File: src/rtl/core/assert_macros.svh
// Assertion helpers shared by the RTL.
`ifndef ASSERT_MACROS_SVH
`define ASSERT_MACROS_SVH

// Same-cycle implication.
`define ASSERT_IMPLIES(label, clk, rst, ante, cons, msg) \
   label: assert property (@(posedge clk) disable iff (rst) (ante) |-> (cons)) \
      else $error(msg);

// Next-cycle implication.
`define ASSERT_NEXT(label, clk, rst, ante, cons, msg) \
   label: assert property (@(posedge clk) disable iff (rst) (ante) |=> (cons)) \
      else $error(msg);

`endif

File: src/rtl/core/ogm_pkg.sv
`timescale 1ns / 1ps
package ogm_pkg;

   localparam logic [2:0] MODE_SET   = 3'd0;
   localparam logic [2:0] MODE_RECT  = 3'd1;
   localparam logic [2:0] MODE_QUERY = 3'd2;
   localparam logic [2:0] MODE_NEIGH = 3'd3;
   localparam logic [2:0] MODE_CLEAR = 3'd4;

   localparam logic CSR_WIDTH  = 1'b0;
   localparam logic CSR_HEIGHT = 1'b1;

   // neighbour steps in the order +x, -x, +y, -y
   localparam logic [1:0] NB_DX [4] = '{2'b01, 2'b11, 2'b00, 2'b00};
   localparam logic [1:0] NB_DY [4] = '{2'b00, 2'b00, 2'b01, 2'b11};

   typedef enum logic [3:0] {
      ST_INIT,
      ST_IDLE,
      ST_BOUNDS,
      ST_NB_START,
      ST_ADDR,
      ST_WRITE,
      ST_READ,
      ST_CHECK,
      ST_EMIT,
      ST_WIPE,
      ST_DONE
   } state_type;

   typedef enum logic [2:0] {
      CUR_HOLD,
      CUR_PORT,
      CUR_RECT,
      CUR_NEXT_X,
      CUR_NEXT_ROW,
      CUR_NB
   } cur_sel_type;

   typedef enum logic [1:0] {
      OUT_PLAIN,
      OUT_WALK,
      OUT_NB
   } out_kind_type;

   typedef struct packed {
      logic         load_req;
      cur_sel_type  cur_sel;
      logic         nb_clr;
      logic         nb_adv;
      logic         calc_row;
      logic         mem_write;
      logic         mem_read;
      logic         mask_capture;
      logic         clr_start;
      logic         clr_step;
      logic         out_load;
      out_kind_type out_kind;
   } cmd_type;

   typedef struct packed {
      logic [2:0] mode;
      logic       x_end;
      logic       y_end;
      logic       scan_done;
      logic       nb_final;
      logic       emit_last;
      logic       out_free;
   } sts_type;

endpackage

File: src/rtl/core/ogm_ctrl.sv
`timescale 1ns / 1ps
module ogm_ctrl
   import ogm_pkg::*;
(
   input  logic       clock,
   input  logic       reset,
   input  logic       req_valid,
   input  logic [2:0] req_mode,
   output logic       req_stall,
   input  logic       csr_write,
   input  sts_type    sts,
   output cmd_type    cmd
);

   state_type state_ff, state_in;

   always_ff @(posedge clock) begin
      if (reset) begin
         state_ff <= ST_INIT;
      end else begin
         state_ff <= state_in;
      end
   end

   always_comb begin
      state_in  = state_ff;
      cmd       = '0;
      req_stall = 1'b1;
      unique case (state_ff)
         ST_INIT: begin
            cmd.clr_step = 1'b1;
            if (sts.scan_done) begin
               state_in = ST_IDLE;
            end
         end
         ST_IDLE: begin
            req_stall = csr_write;
            if (!csr_write && req_valid) begin
               cmd.load_req = 1'b1;
               cmd.cur_sel  = CUR_PORT;
               unique case (req_mode)
                  MODE_SET, MODE_QUERY: begin
                     state_in = ST_ADDR;
                  end
                  MODE_RECT: begin
                     state_in = ST_BOUNDS;
                  end
                  MODE_NEIGH: begin
                     cmd.nb_clr = 1'b1;
                     state_in   = ST_NB_START;
                  end
                  MODE_CLEAR: begin
                     cmd.clr_start = 1'b1;
                     state_in      = ST_WIPE;
                  end
                  default: begin
                     state_in = ST_DONE;
                  end
               endcase
            end
         end
         ST_BOUNDS: begin
            cmd.cur_sel = CUR_RECT;
            state_in    = ST_ADDR;
         end
         ST_NB_START: begin
            cmd.cur_sel = CUR_NB;
            state_in    = ST_ADDR;
         end
         ST_ADDR: begin
            cmd.calc_row = 1'b1;
            if (sts.mode == MODE_SET || sts.mode == MODE_RECT) begin
               state_in = ST_WRITE;
            end else begin
               state_in = ST_READ;
            end
         end
         ST_WRITE: begin
            cmd.mem_write = 1'b1;
            if (sts.mode == MODE_RECT && !(sts.x_end && sts.y_end)) begin
               if (sts.x_end) begin
                  cmd.cur_sel = CUR_NEXT_ROW;
                  state_in    = ST_ADDR;
               end else begin
                  cmd.cur_sel = CUR_NEXT_X;
               end
            end else begin
               state_in = ST_DONE;
            end
         end
         ST_READ: begin
            cmd.mem_read = 1'b1;
            state_in     = ST_CHECK;
         end
         ST_CHECK: begin
            if (sts.mode == MODE_QUERY) begin
               if (sts.out_free) begin
                  cmd.out_load = 1'b1;
                  cmd.out_kind = OUT_WALK;
                  state_in     = ST_IDLE;
               end
            end else begin
               cmd.mask_capture = 1'b1;
               if (sts.nb_final) begin
                  state_in = ST_EMIT;
               end else begin
                  cmd.nb_adv  = 1'b1;
                  cmd.cur_sel = CUR_NB;
                  state_in    = ST_ADDR;
               end
            end
         end
         ST_EMIT: begin
            if (sts.out_free) begin
               cmd.out_load = 1'b1;
               cmd.out_kind = OUT_NB;
               if (sts.emit_last) begin
                  state_in = ST_IDLE;
               end
            end
         end
         ST_WIPE: begin
            cmd.clr_step = 1'b1;
            if (sts.scan_done) begin
               state_in = ST_DONE;
            end
         end
         ST_DONE: begin
            if (sts.out_free) begin
               cmd.out_load = 1'b1;
               cmd.out_kind = OUT_PLAIN;
               state_in     = ST_IDLE;
            end
         end
         default: begin
            state_in = ST_INIT;
         end
      endcase
      // a size write restarts the clear sweep
      if (csr_write) begin
         cmd.clr_start = 1'b1;
         state_in      = ST_INIT;
      end
   end

endmodule

File: config.mk
export PLATFORM = sky130hd
export DESIGN_NAME = ogm_ctrl
export DESIGN_NICKNAME = d
export VERILOG_FILES = /design/src/rtl/core/assert_macros.svh /design/src/rtl/core/ogm_pkg.sv /design/src/rtl/core/ogm_ctrl.sv
export SDC_FILE = /design/constraint.sdc
export NUM_CORES = 1
export LEC_CHECK = 0
export ABC_AREA = 1
export BUFFER_PORTS_ARGS = -buffer_cell sky130_fd_sc_hd__buf_4
export CAP_MARGIN = 10
export CORE_MARGIN = 2
export CORE_UTILIZATION = 40
export CTS_CLUSTER_SIZE = 24
export DETAILED_ROUTE_END_ITERATION = 12
export GPL_ROUTABILITY_DRIVEN = 0
export PLACE_DENSITY = 0.74
export RECOVER_POWER = 25
export SLEW_MARGIN = 20
export SYNTH_ARGS = -nofsm -noshare
export SYNTH_HDL_FRONTEND = slang
export SYNTH_SLANG_ARGS = --single-unit
File: constraint.sdc
create_clock -name clock -period 1.18 [get_ports clock]
set_clock_uncertainty 0.1 [all_clocks]
set_input_delay 0.118 -clock clock [delete_from_list [all_inputs] [get_ports clock]]
set_output_delay 0.118 -clock clock [all_outputs]
set_load 0.01 [all_outputs]
==> impl_metrics.ini, run 1 <==
[sta]
worst_endpoint = cmd[11]
worst_endpoint_kind = primary output

[synth]
synthCells = 130
synthDistinctLibCells = 22
yosys_warnings = 0
ys_seq_elements = 4
syn_nets = 146
syn-cell-area_sq_um = 651
avgSynthCellArea_sq_um = 5.00
synth_seq_area_share_pct = 12.3

[floorplan]
die_w_microns = 44.3
die_h_microns = 44.3
pin_count = 32
num_rows = 14
start_util_pct = 42.7

[cts]
numCtsBuffers = 3
htree_levels = 1
postCtsHoldBufs = 0
cts_root_buf = clkbuf_4
clock_sinks = 4
clk_path_buf_depth = 2

[global_route]
grt_max_degree = 9

[status]
tool.error = [ERROR DPL-0038] Utilization greater than 100%, impossible to legalize
status = aborted with a tool error
lastStage = global routing (5_1_grt)

[place]
place_inst = 191
io_buffers = 31
dp_hpwl_microns = 1950
repair_timing:
item,CTS
resized for setup,22
gates cloned,0
buffers inserted,16
endpoints found under the hold margin,0
endpoints found under the setup margin,20
pin swaps,11
kinds of logic after synthesis:
logic type	synth area share [%]
and+or+nand+nor	65.4
buffers and inverters	12.1
AOI/OAI and AO/OA	10.2
DFF	12.3
Yosys cell counts:
| cell | number | area, sq um |
|---|---|---|
| dfxtp_1 | 4 | 80.1 |
| inv_2 | 6 | 22.5 |
| nand2_1 | 48 | 180 |
| nand2_4 | 1 | 11.3 |
| nor2_2 | 5 | 31.3 |
| nor3_1 | 2 | 10.0 |
| o21ai_0 | 4 | 20.0 |
| nand4_1 | 2 | 12.5 |
| nor2_4 | 1 | 11.3 |
| or2_2 | 1 | 6.26 |
| nand3_1 | 11 | 55.1 |
| inv_1 | 11 | 41.3 |
| nor2_8 | 1 | 20.0 |
| clkinv_1 | 2 | 7.51 |
| o211ai_1 | 1 | 7.51 |
| nor2_1 | 20 | 75.1 |
| a21oi_1 | 4 | 20.0 |
| a31oi_1 | 1 | 6.26 |
| buf_4 | 1 | 7.51 |
| nand2_2 | 2 | 12.5 |
| o21ai_1 | 1 | 5.00 |
| o21a_1 | 1 | 7.51 |
metrics by stage:
step	setup WS, ns	cell area, sq um
after floorplan	-0.0508	739
after global placement	-0.215	1110
after detailed placement	-0.210	1110
after CTS	-0.367	1310
==> run 2, diff against run 1 <==
--- a/config.mk
+++ b/config.mk
@@ -8,12 +8,11 @@
 export ABC_AREA = 1
 export BUFFER_PORTS_ARGS = -buffer_cell sky130_fd_sc_hd__buf_4
 export CAP_MARGIN = 10
-export CORE_MARGIN = 2
-export CORE_UTILIZATION = 40
-export CTS_CLUSTER_SIZE = 24
+export CORE_AREA = 2 2 63 65
 export DETAILED_ROUTE_END_ITERATION = 12
+export DIE_AREA = 0 0 65 67
 export GPL_ROUTABILITY_DRIVEN = 0
-export PLACE_DENSITY = 0.74
+export PLACE_DENSITY_LB_ADDON = 0.15
 export RECOVER_POWER = 25
 export SLEW_MARGIN = 20
 export SYNTH_ARGS = -nofsm -noshare
==> constraint.sdc (replaced) <==
create_clock -name clock -period 1.55 [get_ports clock]
set_clock_uncertainty 0.1 [all_clocks]
set_input_delay 0.155 -clock clock [delete_from_list [all_inputs] [get_ports clock]]
set_output_delay 0.155 -clock clock [all_outputs]
set_load 0.01 [all_outputs]
==> run 2 against run 1 <==
  * The flow now finishes, with violations (setup timing)
  * Area after synthesis did not move
  * Synthesized cell count did not move
==> impl_metrics.ini, run 2 <==
[critical_path]
cp-start-kind = register
cp_slowest_stage_delay_ns = 0.40
worstPathRequired_ns = 1.29
crit_chain = inv_4 > nand2_4 > nor2_4 > nand2_2 > nor2_4 > a31oi_4 > nand3_2 > buf_6
cp_top_family = flip-flops
worst-path-buf-inv = 2
cpMaxStageDelayCell = dfxtp_4
critPathKind = register to output pin
cp_max_fo = 5
endpoint_kind = output pin
cp_data_arrival_time_ns = 1.34
cp_common_cell = nor2_4

[layout]
layout-drive-gt1-share_pct = 54.7
seq_area_sq_um = 95.1
largest_reg_flops = 4
n_fill_cell = 404
final_cells = 238
regMostFlops = state_ff
final_cell_mix = buf_4, nand2_1, nor2_1
n_antenna_cell = 0
finalInstanceArea_sq_um = 1340
reg_top3 = state_ff (4)
syn_to_final_growth_pct = 106
layout_commonest_cell = buf_4
nets = 208
multi_input_area_sq_um = 616
finalCoreUtilization_pct = 37.2

[synth]
synth_top_area_cell = nand2_1
synth-xor-area-share_pct = 0
muxShareOfSynthArea_pct = 0
synth_top_family_by_area = simple AND/OR/NAND/NOR gates
synthCells = 130
synth_flop_cell = dfxtp_1
yosysMostFrequentCell = nand2_1
synthTopCellsByCount = nand2_1, nor2_1, inv_1, nand3_1, inv_2
synth_seq_area_share_pct = 12.3
syn-cell-area_sq_um = 651
syn_nets = 146
synth_edf_count = 0
synth_simple_gate_area_share_pct = 65.4
synthAdderAreaFrac_pct = 0
ys_seq_elements = 4
synth_compound_area_share_pct = 10.2
avgSynthCellArea_sq_um = 5.00
synth-async-reset-ratio_pct = 0
yosys_warnings = 0
synth_top_area_share_pct = 27.7
synth.area.top_cells = nand2_1, dfxtp_1, nor2_1
synthDistinctLibCells = 22

[global_route]
grt.overflow.total = 0
grt_max_degree = 8
grt_first_pass_wirelength_microns = 4420
antenna_found_initial = 0
grt_usage_pct = 13.3
grt_pass1_vias = 984

[place]
dp_hpwl_microns = 2160
io_buffers = 31
dpl_cell_area_sq_um = 1040
dp_slack_ns = -0.0270
place_inst = 222

[sta]
fin_tns_setup_ns = -0.0623
timing.hold.ws_ns = 0.132
max_slew_margin_pct = 84.7
hold_viol_final = 0
timing.final.crit_share_pct = 103
rsz0062_at_grt = true
fin_crit_ns = 1.59
tightest_slew_ns = 0.228
slew_violations = 0
fmax_ghz = 0.628
finalSetupViolations = 4
fin_ws_ns = -0.0412

[job]
maxCapViolations = 0

[floorplan]
start_util_pct = 18.0
die_w_microns = 65
pin_count = 32
die_h_microns = 67
num_rows = 22
design.core.area_sq_um = 3610
die_area_sq_um = 4360

[power_and_ir_drop]
p_total_uw = 519
power_density_nw_per_um2 = 387
max-vdd-ir-drop_mv = 0.122
leakagePower_nw = 0.701

[status]
status = complete, but fails checks
failed_checks = setup timing

[route]
drc_errors = 0
wl_per_cell_microns = 11.4
routed_via_density = 4.24
vias = 1009
wl_microns = 2720
ant_nets = 0
drt_iter0_markers = 32
drt_pass1_iterations = 4

[worst_hold_path]
hp-class = input port to register

[cts]
clkTransAtPathRegs_ns = 0.03
cts_root_buf = clkbuf_8
numCtsBuffers = 3
clock_sinks = 4
clk_latency_ns = 0.22
clk_path_buf_depth = 2
htree_levels = 1
postCtsHoldBufs = 0
cts_tree = yes
==> run 2: worst reg2reg max path: cells and delay by family (launching register included) <==
kind / cells / cell delay (ns)
buffers and inverters: 3 / 0.34
AOI/OAI and AO/OA: 1 / 0.12
DFF: 1 / 0.37
and+or+nand+nor: 7 / 0.51
==> run 2: cell families (layout without fill, tap and decap cells) <==
group,after synthesis,after routing
flops,4,4
buf+inv,20,80
compound gates,12,12
simple gates,94,94
==> run 2: cell type report <==
cell class                      count  share of cell area [%]
Clock buffer                        3                    3.08
Inverter                           19                    5.88
Tap cell                           48                    4.48
Multi-Input combinational cell    106                    45.9
Sequential cell                     4                    7.09
Timing Repair Buffer               58                    33.6
==> run 2: per-layer routing <==
layer | GRT usage (%) | routed length (microns) | up-vias
li1 | - | - | 530
met1 | 15.1 | 1170 | 448
met2 | 24.9 | 1390 | 29
met3 | 1.86 | 127 | 2
met4 | 5.05 | 25 | 0
met5 | 0 | 0 | -
==> run 2: report_power, final <==
part / leakage, nW / switching, mW / internal (mW)
combinational: 0.644 / 0.0958 / 0.0871
sequential: 0.0355 / 0.00702 / 0.101
clock: 0.0216 / 0.0619 / 0.166
==> run 2: timing repair <==
action                                  CTS  global route
gates cloned                              0             0
buffers inserted                          9             4
gates resized for setup                  31            18
pin swaps                                11            10
endpoints found under the setup margin   16            16
==> run 2: final timing paths <==
kind | start | endpoint | slack [ns] | cells after the start
worst max-delay path | state_ff[3] | cmd[11] | -0.04 | 8
worst min-delay path | reset | state_ff[0] | 0.13 | 3
worst min register to register | state_ff[3] | state_ff[3] | 0.43 | 2
worst max register to register | state_ff[3] | state_ff[0] | 0.04 | 11
Power figures use the tool's default switching activity.
